[config.mk]
export PLATFORM = sky130hd
export DESIGN_NAME = ray_extend_and_clip_core
export DESIGN_NICKNAME = d
export VERILOG_FILES = /design/src/hdl/rec_pkg.sv /design/src/hdl/ray_extend_and_clip_core.sv
export SDC_FILE = /design/constraint.sdc
export NUM_CORES = 2
export LEC_CHECK = 0
export BUFFER_PORTS_ARGS = -buffer_cell sky130_fd_sc_hd__buf_2
export CAP_MARGIN = 15
export CORE_UTILIZATION = 40
export CTS_CLUSTER_DIAMETER = 80
export DETAILED_ROUTE_END_ITERATION = 16
export GPL_TIMING_DRIVEN = 0
export SLEW_MARGIN = 0
export SYNTH_ARGS = -nofsm -noshare
export SYNTH_HDL_FRONTEND = slang
export SYNTH_SLANG_ARGS = --single-unit
[constraint.sdc]
create_clock -name clock -period 16.3 [get_ports clock]
set_input_delay 0 -clock clock [delete_from_list [all_inputs] [get_ports clock]]
set_output_delay 0 -clock clock [all_outputs]
set_load 0.01 [all_outputs]
[src/hdl/rec_pkg.sv]
// ----------------------------------------------------------------------------
// rec_pkg: shared types and constants of the ray extend and clip core
// transaction structs, register indexes, frame size and divider sizing
// ----------------------------------------------------------------------------
package rec_pkg;

   // frame size in pixels
   localparam int FRAME_W = 320;
   localparam int FRAME_H = 240;

   // frame edges as 17 bit signed values for compares against the ray end
   localparam logic signed [16:0] FRAME_W_D = 17'(FRAME_W);
   localparam logic signed [16:0] FRAME_H_D = 17'(FRAME_H);

   // configuration port
   localparam int CSR_IDX_W  = 1;
   localparam int CSR_DATA_W = 16;
   localparam logic [CSR_IDX_W-1:0] CSR_ACC_THRESHOLD = 1'b0;
   localparam logic [CSR_IDX_W-1:0] CSR_EXTEND_HALVES = 1'b1;

   localparam logic [15:0] ACC_THRESHOLD_RESET = 16'd30;
   localparam logic [3:0]  EXTEND_HALVES_RESET = 4'd3;

   // divider: numerator magnitude, divisor magnitude, two quotient bits a cycle
   localparam int NUM_W     = 28;
   localparam int DEN_W     = 10;
   localparam int DIV_STEPS = NUM_W / 2;
   localparam int DIV_CNT_W = $clog2(DIV_STEPS);

   typedef enum logic [2:0] {
      EDGE_NONE   = 3'd0,
      EDGE_TOP    = 3'd1,
      EDGE_RIGHT  = 3'd2,
      EDGE_BOTTOM = 3'd3,
      EDGE_LEFT   = 3'd4
   } clip_edge_type;

   typedef struct packed {
      logic [9:0]  from_x;
      logic [9:0]  from_y;
      logic [15:0] from_accuracy;
      logic [9:0]  to_x;
      logic [9:0]  to_y;
      logic [15:0] to_accuracy;
   } req_type;

   typedef struct packed {
      logic [9:0]         line_start_x;
      logic [9:0]         line_start_y;
      logic signed [15:0] ray_end_x;
      logic signed [15:0] ray_end_y;
      clip_edge_type      clip_edge;
   } rsp_type;

endpackage

[src/hdl/ray_extend_and_clip_core.sv]
// ----------------------------------------------------------------------------
// ray_extend_and_clip_core: ray extender with one-edge frame clipping
// keeps tracked points above an accuracy threshold, extends the ray between
// them and clips its end against the first frame edge that it crosses
// ----------------------------------------------------------------------------
// One request transaction gives one response transaction. A transaction that
// needs the exact slope (the end is clipped and the line is not vertical, or
// for top and bottom not horizontal) passes these states from acceptance
// until the next request can be accepted: ST_CALC forms the extended end and
// picks the edge, ST_MUL and ST_SUM form the 16x11 and 17x11 products,
// ST_DIV runs the restoring divider, which retires two quotient bits a cycle
// over the 28 bit numerator, ST_FIN saturates and loads the response
// register, and ST_IDLE takes the next request. Every other transaction
// goes from ST_CALC straight to ST_FIN. The response register decouples the
// two sides: the next request is accepted and worked on while a finished
// response still waits under rsp_stall; a second result that finishes while
// the first still waits holds in the finish state until the register drains.
// Points are kept when their accuracy is strictly above register 0; the
// first pair after reset is always kept.
// Register 1 sets the extension in halves of the point difference.
// ----------------------------------------------------------------------------
module ray_extend_and_clip_core (
   input  logic                            clock,
   input  logic                            reset,
   // request channel
   input  logic                            req_valid,
   output logic                            req_stall,
   input  rec_pkg::req_type                req_data,
   // response channel
   output logic                            rsp_valid,
   input  logic                            rsp_stall,
   output rec_pkg::rsp_type                rsp_data,
   // configuration writes
   input  logic                            csr_write_en,
   input  logic [rec_pkg::CSR_IDX_W-1:0]   csr_index,
   input  logic [rec_pkg::CSR_DATA_W-1:0]  csr_data
);

   // sequencer
   typedef enum logic [5:0] {
      ST_IDLE = 6'b000001,
      ST_CALC = 6'b000010,
      ST_MUL  = 6'b000100,
      ST_SUM  = 6'b001000,
      ST_DIV  = 6'b010000,
      ST_FIN  = 6'b100000
   } state_type;

   state_type state_ff, state_in;

   // configuration registers
   logic [15:0] acc_threshold_ff, acc_threshold_in;
   logic [3:0]  extend_halves_ff, extend_halves_in;

   // kept points
   logic [9:0] kept_from_x_ff, kept_from_x_in;
   logic [9:0] kept_from_y_ff, kept_from_y_in;
   logic [9:0] kept_to_x_ff,   kept_to_x_in;
   logic [9:0] kept_to_y_ff,   kept_to_y_in;
   logic       first_pending_ff, first_pending_in;

   // end point and clip operands
   logic signed [15:0]    end_x_ff, end_x_in;
   logic signed [15:0]    end_y_ff, end_y_in;
   rec_pkg::clip_edge_type edge_ff, edge_in;
   logic                  need_div_ff, need_div_in;
   logic                  div_to_y_ff, div_to_y_in;
   logic signed [15:0]    base_ff, base_in;
   logic signed [16:0]    delta_ff, delta_in;
   logic signed [10:0]    num_ff, num_in;
   logic signed [10:0]    den_ff, den_in;
   logic signed [26:0]    prod_ff, prod_in;

   // divider
   logic [rec_pkg::NUM_W-1:0]     div_sr_ff, div_sr_in;
   logic [rec_pkg::DEN_W-1:0]     rem_ff, rem_in;
   logic [rec_pkg::DEN_W-1:0]     den_mag_ff, den_mag_in;
   logic                          quo_neg_ff, quo_neg_in;
   logic [rec_pkg::DIV_CNT_W-1:0] div_cnt_ff, div_cnt_in;

   // response register
   logic             rsp_valid_ff, rsp_valid_in;
   rec_pkg::rsp_type rsp_data_ff, rsp_data_in;

   // combinational helpers
   logic               req_take;
   logic               rsp_load;
   logic signed [10:0] dx_c, dy_c;
   logic signed [15:0] kdx_c, kdy_c;
   logic signed [16:0] sum_x_c, sum_y_c;
   logic [16:0]        adj_x_c, adj_y_c;
   logic signed [15:0] ex_c, ey_c;
   logic signed [16:0] ex_d, ey_d;
   logic signed [27:0] dn_c;
   logic signed [28:0] numer_c;
   logic [28:0]        numer_abs_c;
   logic [rec_pkg::DEN_W:0] step1_c, step2_c;
   logic signed [15:0] quo_sat_c;

   // one restoring step: {quotient bit, new remainder}
   function automatic logic [rec_pkg::DEN_W:0] div_step(
      input logic [rec_pkg::DEN_W-1:0] rem,
      input logic                      nbit,
      input logic [rec_pkg::DEN_W-1:0] d
   );
      logic [rec_pkg::DEN_W:0] t;
      logic [rec_pkg::DEN_W:0] diff;
      t    = {rem, nbit};
      diff = t - {1'b0, d};
      if (t >= {1'b0, d}) begin
         div_step = {1'b1, diff[rec_pkg::DEN_W-1:0]};
      end else begin
         div_step = {1'b0, t[rec_pkg::DEN_W-1:0]};
      end
   endfunction

   assign req_stall = (state_ff != ST_IDLE);
   assign req_take  = req_valid && !req_stall;
   assign rsp_load  = (state_ff == ST_FIN) && (!rsp_valid_ff || !rsp_stall);

   // extended end point from the kept points
   assign dx_c    = $signed({1'b0, kept_to_x_ff}) - $signed({1'b0, kept_from_x_ff});
   assign dy_c    = $signed({1'b0, kept_to_y_ff}) - $signed({1'b0, kept_from_y_ff});
   assign kdx_c   = $signed({1'b0, extend_halves_ff}) * dx_c;
   assign kdy_c   = $signed({1'b0, extend_halves_ff}) * dy_c;
   assign sum_x_c = $signed({6'b0, kept_to_x_ff, 1'b0}) + $signed({kdx_c[15], kdx_c});
   assign sum_y_c = $signed({6'b0, kept_to_y_ff, 1'b0}) + $signed({kdy_c[15], kdy_c});
   // halve toward zero: bias negative sums by one before the shift
   assign adj_x_c = sum_x_c + {16'b0, sum_x_c[16]};
   assign adj_y_c = sum_y_c + {16'b0, sum_y_c[16]};
   assign ex_c    = $signed(adj_x_c[16:1]);
   assign ey_c    = $signed(adj_y_c[16:1]);
   assign ex_d    = $signed({ex_c[15], ex_c});
   assign ey_d    = $signed({ey_c[15], ey_c});

   // base*den + delta*num, then sign and magnitude for the divider
   assign dn_c        = delta_ff * num_ff;
   assign numer_c     = prod_ff + dn_c;
   assign numer_abs_c = numer_c[28] ? 29'(-numer_c) : numer_c;

   // two quotient bits a cycle
   assign step1_c = div_step(rem_ff, div_sr_ff[rec_pkg::NUM_W-1], den_mag_ff);
   assign step2_c = div_step(step1_c[rec_pkg::DEN_W-1:0], div_sr_ff[rec_pkg::NUM_W-2],
                             den_mag_ff);

   // saturate the signed quotient to 16 bits
   always_comb begin
      if (quo_neg_ff) begin
         if (div_sr_ff > rec_pkg::NUM_W'(32768)) begin
            quo_sat_c = 16'sh8000;
         end else begin
            quo_sat_c = 16'(-$signed({1'b0, div_sr_ff[15:0]}));
         end
      end else begin
         if (div_sr_ff > rec_pkg::NUM_W'(32767)) begin
            quo_sat_c = 16'sh7fff;
         end else begin
            quo_sat_c = $signed(div_sr_ff[15:0]);
         end
      end
   end

   always_comb begin
      state_in         = state_ff;
      acc_threshold_in = acc_threshold_ff;
      extend_halves_in = extend_halves_ff;
      kept_from_x_in   = kept_from_x_ff;
      kept_from_y_in   = kept_from_y_ff;
      kept_to_x_in     = kept_to_x_ff;
      kept_to_y_in     = kept_to_y_ff;
      first_pending_in = first_pending_ff;
      end_x_in         = end_x_ff;
      end_y_in         = end_y_ff;
      edge_in          = edge_ff;
      need_div_in      = need_div_ff;
      div_to_y_in      = div_to_y_ff;
      base_in          = base_ff;
      delta_in         = delta_ff;
      num_in           = num_ff;
      den_in           = den_ff;
      prod_in          = prod_ff;
      div_sr_in        = div_sr_ff;
      rem_in           = rem_ff;
      den_mag_in       = den_mag_ff;
      quo_neg_in       = quo_neg_ff;
      div_cnt_in       = div_cnt_ff;
      rsp_valid_in     = rsp_valid_ff;
      rsp_data_in      = rsp_data_ff;

      // configuration writes
      if (csr_write_en) begin
         unique case (csr_index)
            rec_pkg::CSR_ACC_THRESHOLD: acc_threshold_in = csr_data[15:0];
            rec_pkg::CSR_EXTEND_HALVES: extend_halves_in = csr_data[3:0];
            default: ;
         endcase
      end

      // response drains
      if (rsp_valid_ff && !rsp_stall) begin
         rsp_valid_in = 1'b0;
      end

      unique case (state_ff)
         ST_IDLE: begin
            if (req_take) begin
               // accuracy gate, first pair always taken
               if (first_pending_ff || (req_data.from_accuracy > acc_threshold_ff)) begin
                  kept_from_x_in = req_data.from_x;
                  kept_from_y_in = req_data.from_y;
               end
               if (first_pending_ff || (req_data.to_accuracy > acc_threshold_ff)) begin
                  kept_to_x_in = req_data.to_x;
                  kept_to_y_in = req_data.to_y;
               end
               first_pending_in = 1'b0;
               state_in         = ST_CALC;
            end
         end
         ST_CALC: begin
            // edge test order: top, right, bottom, left
            end_x_in    = ex_c;
            end_y_in    = ey_c;
            edge_in     = rec_pkg::EDGE_NONE;
            need_div_in = 1'b0;
            div_to_y_in = 1'b0;
            base_in     = ex_c;
            delta_in    = -ey_d;
            num_in      = dx_c;
            den_in      = dy_c;
            if (ey_c[15]) begin
               edge_in     = rec_pkg::EDGE_TOP;
               end_y_in    = 16'sd0;
               need_div_in = (dx_c != 11'sd0) && (dy_c != 11'sd0);
            end else if (ex_d > rec_pkg::FRAME_W_D) begin
               edge_in     = rec_pkg::EDGE_RIGHT;
               end_x_in    = 16'(rec_pkg::FRAME_W_D);
               need_div_in = (dx_c != 11'sd0);
               div_to_y_in = 1'b1;
               base_in     = ey_c;
               delta_in    = rec_pkg::FRAME_W_D - ex_d;
               num_in      = dy_c;
               den_in      = dx_c;
            end else if (ey_d > rec_pkg::FRAME_H_D) begin
               edge_in     = rec_pkg::EDGE_BOTTOM;
               end_y_in    = 16'(rec_pkg::FRAME_H_D);
               need_div_in = (dx_c != 11'sd0) && (dy_c != 11'sd0);
               delta_in    = rec_pkg::FRAME_H_D - ey_d;
            end else if (ex_c[15]) begin
               edge_in     = rec_pkg::EDGE_LEFT;
               end_x_in    = 16'sd0;
               need_div_in = (dx_c != 11'sd0);
               div_to_y_in = 1'b1;
               base_in     = ey_c;
               delta_in    = -ex_d;
               num_in      = dy_c;
               den_in      = dx_c;
            end
            if (ey_c[15] || (ex_d > rec_pkg::FRAME_W_D) ||
                (ey_d > rec_pkg::FRAME_H_D) || ex_c[15]) begin
               if ((dx_c != 11'sd0) &&
                   ((dy_c != 11'sd0) || (ex_d > rec_pkg::FRAME_W_D) ||
                    (!ey_c[15] && !(ey_d > rec_pkg::FRAME_H_D)))) begin
                  state_in = ST_MUL;
               end else begin
                  state_in = ST_FIN;
               end
            end else begin
               state_in = ST_FIN;
            end
         end
         ST_MUL: begin
            prod_in  = base_ff * den_ff;
            state_in = ST_SUM;
         end
         ST_SUM: begin
            div_sr_in  = numer_abs_c[rec_pkg::NUM_W-1:0];
            rem_in     = '0;
            den_mag_in = den_ff[10] ? 10'(-den_ff) : den_ff[9:0];
            quo_neg_in = numer_c[28] ^ den_ff[10];
            div_cnt_in = '0;
            state_in   = ST_DIV;
         end
         ST_DIV: begin
            div_sr_in  = {div_sr_ff[rec_pkg::NUM_W-3:0],
                          step1_c[rec_pkg::DEN_W], step2_c[rec_pkg::DEN_W]};
            rem_in     = step2_c[rec_pkg::DEN_W-1:0];
            div_cnt_in = div_cnt_ff + 1'b1;
            if (div_cnt_ff == rec_pkg::DIV_CNT_W'(rec_pkg::DIV_STEPS - 1)) begin
               state_in = ST_FIN;
            end
         end
         ST_FIN: begin
            if (rsp_load) begin
               rsp_valid_in              = 1'b1;
               rsp_data_in.line_start_x  = kept_to_x_ff;
               rsp_data_in.line_start_y  = kept_to_y_ff;
               rsp_data_in.ray_end_x     = end_x_ff;
               rsp_data_in.ray_end_y     = end_y_ff;
               rsp_data_in.clip_edge     = edge_ff;
               if (need_div_ff && div_to_y_ff) begin
                  rsp_data_in.ray_end_y = quo_sat_c;
               end else if (need_div_ff) begin
                  rsp_data_in.ray_end_x = quo_sat_c;
               end
               state_in = ST_IDLE;
            end
         end
         default: state_in = ST_IDLE;
      endcase
   end

   always_ff @(posedge clock) begin
      if (reset) begin
         state_ff         <= ST_IDLE;
         acc_threshold_ff <= rec_pkg::ACC_THRESHOLD_RESET;
         extend_halves_ff <= rec_pkg::EXTEND_HALVES_RESET;
         kept_from_x_ff   <= '0;
         kept_from_y_ff   <= '0;
         kept_to_x_ff     <= '0;
         kept_to_y_ff     <= '0;
         first_pending_ff <= 1'b1;
         rsp_valid_ff     <= 1'b0;
         div_cnt_ff       <= '0;
      end else begin
         state_ff         <= state_in;
         acc_threshold_ff <= acc_threshold_in;
         extend_halves_ff <= extend_halves_in;
         kept_from_x_ff   <= kept_from_x_in;
         kept_from_y_ff   <= kept_from_y_in;
         kept_to_x_ff     <= kept_to_x_in;
         kept_to_y_ff     <= kept_to_y_in;
         first_pending_ff <= first_pending_in;
         rsp_valid_ff     <= rsp_valid_in;
         div_cnt_ff       <= div_cnt_in;
      end
   end

   // payload, no reset
   always_ff @(posedge clock) begin
      end_x_ff    <= end_x_in;
      end_y_ff    <= end_y_in;
      edge_ff     <= edge_in;
      need_div_ff <= need_div_in;
      div_to_y_ff <= div_to_y_in;
      base_ff     <= base_in;
      delta_ff    <= delta_in;
      num_ff      <= num_in;
      den_ff      <= den_in;
      prod_ff     <= prod_in;
      div_sr_ff   <= div_sr_in;
      rem_ff      <= rem_in;
      den_mag_ff  <= den_mag_in;
      quo_neg_ff  <= quo_neg_in;
      rsp_data_ff <= rsp_data_in;
   end

   assign rsp_valid = rsp_valid_ff;
   assign rsp_data  = rsp_data_ff;

`ifndef ASSERT_OFF
   // divider never runs on a zero divisor
   a_den_nonzero: assert property (@(posedge clock) disable iff (reset)
      (state_ff == ST_DIV) |-> (den_mag_ff != '0))
      else $error("divider running with zero divisor");

   // divider leaves after the last step
   a_div_length: assert property (@(posedge clock) disable iff (reset)
      ((state_ff == ST_DIV) &&
       (div_cnt_ff == rec_pkg::DIV_CNT_W'(rec_pkg::DIV_STEPS - 1))) |=> (state_ff == ST_FIN))
      else $error("divider step count wrong");

   // a new response only comes from the finish state
   a_rsp_source: assert property (@(posedge clock) disable iff (reset)
      $rose(rsp_valid_ff) |-> $past(state_ff == ST_FIN))
      else $error("response raised outside finish state");

   // a finished result waits while the response register is blocked
   a_fin_hold: assert property (@(posedge clock) disable iff (reset)
      ((state_ff == ST_FIN) && rsp_valid_ff && rsp_stall) |=>
      ((state_ff == ST_FIN) && rsp_valid_ff))
      else $error("finished result overwrote pending response");
`endif

endmodule
==> impl_metrics.py <==
metrics = {
    "place": {
        "dpl_cell_area_sq_mm": 0.0377,
        "port_buffers": 149,
        "gp_congestion": 0.969,
        "place_hpwl_microns": 81600,
    },
    "routing": {
        "wire_per_inst_microns": 18.5,
        "avgViaCountPerCell": 5.16,
        "drc": 0,
        "vias": 27500,
        "firstDrtPassIters": 6,
        "antenna_left": 0,
        "drt_wl_total_microns": 98800,
        "drt_first_iter_violations": 1868,
    },
    "worst_setup_path": {
        "slowest_delay_ps": 880,
        "crit_path_start_kind": "flip-flop",
        "crit_fanout": 10,
        "required_ps": 16560,
        "crit_path_top_delay_cell": "o31ai_2",
        "critPathMostFrequentCell": "inv_1",
        "cp_data_arrival_time_ps": 12590,
        "crit_path_end_kind": "flip-flop",
        "worst-setup-path-type": "reg -> reg",
    },
    "synthesis": {
        "yosysTopAreaCellShare_pct": 24.7,
        "synth_edf_count": 221,
        "ys_seq_area_share_pct": 22.8,
        "syn_nets": 4689,
        "yosysUniqueCellTypes": 93,
        "syn_area_sq_mm": 0.0354,
        "synth_top_cell_by_area": "fa_1",
        "syn-instance-count": 3887,
        "synth_area_leaders": "fa_1 25%, edfxtp_1 19%, ha_1 9.6%, inv_1 7.3%, nand2_1 5.1%",
        "ys_seq_elements": 293,
        "postSynth.asyncResetShare_pct": 0,
        "ys_warn_count": 0,
        "synthFlopType": "edfxtp_1",
        "avgSynthCellArea_sq_um": 9.10,
    },
    "layout": {
        "mostFrequentLayoutCells": "688 x inv_1, 477 x nand2_1, 437 x fa_1, 271 x ha_1, 221 x edfxtp_1",
        "fin_nets": 4955,
        "fin_area_sq_mm": 0.0396,
        "diodes": 0,
        "syn2layout_area_growth_pct": 12.0,
        "layout_commonest_cell": "inv_1",
        "final_core_util_pct": 45.5,
        "layout-drive-gt1-share_pct": 6.72,
    },
    "floorplanning": {
        "start_util_pct": 40.6,
        "fp.dieW_microns": 299,
        "die_y_microns": 299,
        "ios": 151,
        "row_count": 108,
        "core_area_sq_mm": 0.0872,
        "dieArea_sq_mm": 0.0896,
    },
    "clock_tree": {
        "cts_root_buffer": "clkbuf_16",
        "htreeDepth": 2,
        "postCtsResizedCells": 0,
        "clockBufferDepth": 3,
        "cts-buffers-inserted": 37,
        "cts.clk_slew.worst_paths_ps": 60,
        "clkLatencyLatePin_ps": 570,
        "tritoncts": "yes",
        "clock-sinks": 293,
    },
    "timing": {
        "finalSetupViolations": 0,
        "fin_crit_ps": 12330,
        "rsz0062_at_grt": "false",
        "clock_skew_ps": 19.0,
        "slew_headroom_pct": 19.3,
        "fin_tns_setup_ps": 0,
        "hold_violations": 0,
        "fmax_mhz": 81.1,
        "maxSlewViolCount": 0,
        "period_share_pct": 75.6,
        "tightest_slew_ps": 1200,
    },
    "global_routing": {
        "grt_pass1_vias": 27900,
        "antenna_found_initial": 4,
        "grt_use_total_pct": 22.5,
        "grt_overflow": 0,
        "grt_first_pass_wirelength_microns": 157000,
        "grt_max_degree": 39,
    },
    "job": {
        "maxCapViolCount": 0,
    },
    "outcome": {
        "status": "finished clean",
    },
    "hold_path": {
        "hp-class": "in -> reg",
    },
}
-- critical path: cells and delay by family, from the launching register on --
| family | cells | cell delay [ps] |
|---|---|---|
| simple gates | 5 | 1460 |
| buf+inv | 8 | 1290 |
| compound gates | 13 | 4250 |
| fa+ha+maj | 8 | 3140 |
| flops | 1 | 350 |
| xor+xnor | 3 | 1490 |
-- cell type report --
type / instances / area, sq um
buffer: 146 / 574
clock buffer: 46 / 1040
clock inverter: 21 / 186
fill: 8518 / 47500
inverter: 691 / 2590
multi-input combinational: 2757 / 24100
sequential: 293 / 8080
tap: 1155 / 1450
timing repair buffer: 227 / 1550
-- worst paths after layout --
| path | depth (start not counted) | startpoint | end | slack [ps] |
|---|---|---|---|---|
| worst max-delay path | 37 | kept_to_y_ff[0] | delta_ff[11] | 3970 |
| worst min-delay path | 2 | reset | extend_halves_ff[1] | 80 |
| worst max register to register | 37 | kept_to_y_ff[0] | delta_ff[11] | 3970 |
| worst min register to register | 0 | edge_ff[0] | rsp_data[0] | 420 |
-- state kept, by name (all words and copies together) (netlist names), 15 cells and up --
register / count
acc_threshold_ff: 16
base_ff: 15
div_sr_ff: 28
prod_ff: 27
end_x_ff: 16
end_y_ff: 15
rsp_data: 55
delta_ff: 17
-- Yosys cell counts, drive strengths merged (18+ instances only) --
master and instances:
nand2 477, and2 203, o31ai 22, and3 21, inv 690, o21a 38, a21o 39, nand3 40
nand2b 66, nor3 52, ha 271, or3 20, nor4 20, clkbuf 128, a21oi 142, a31oi 20
o21ai 169, dfxtp 72, nor2b 35, xnor2 117, xor2 75, fa 437, mux2i 58, nor2 202
edfxtp 221, a211oi 20, buf 18
-- logic make-up (layout without fill, tap and decap cells) --
group | after synthesis | count (layout) | synth area share [%]
fa+ha+maj | 708 | 708 | 34.3
mux | 63 | 63 | 1.81
compound gates | 573 | 573 | 10.4
xor+xnor | 193 | 193 | 4.82
simple gates | 1220 | 1220 | 16.8
buf+inv | 837 | 1131 | 8.96
flops | 293 | 293 | 22.8
-- stage by stage --
step / hold WS [ps] / setup slack, ps / std cells
finish: 83.2 / 3970 / 5336
global route: 85.6 / 3390 / 5336
CTS: 45.1 / 4100 / 5336
detailed placement: 216 / 4200 / 5205
global placement: 206 / 4220 / 5191
floorplan: 118 / 7190 / 3887
-- timing repair --
action,in CTS,in global routing
buffers inserted,0,0
hold buffers,64,0
hold endpoints to repair,81,0
-- metal layers --
layer  track usage, %  share of wire, %
met2             36.4                46
met3             3.45               5.6
met5                0                 0
met4             7.97               3.7
met1             30.6                45
Power is left out: the tool's default activity adds up to more than one toggle a clock period on the data nets, which glitch-free logic cannot reach.
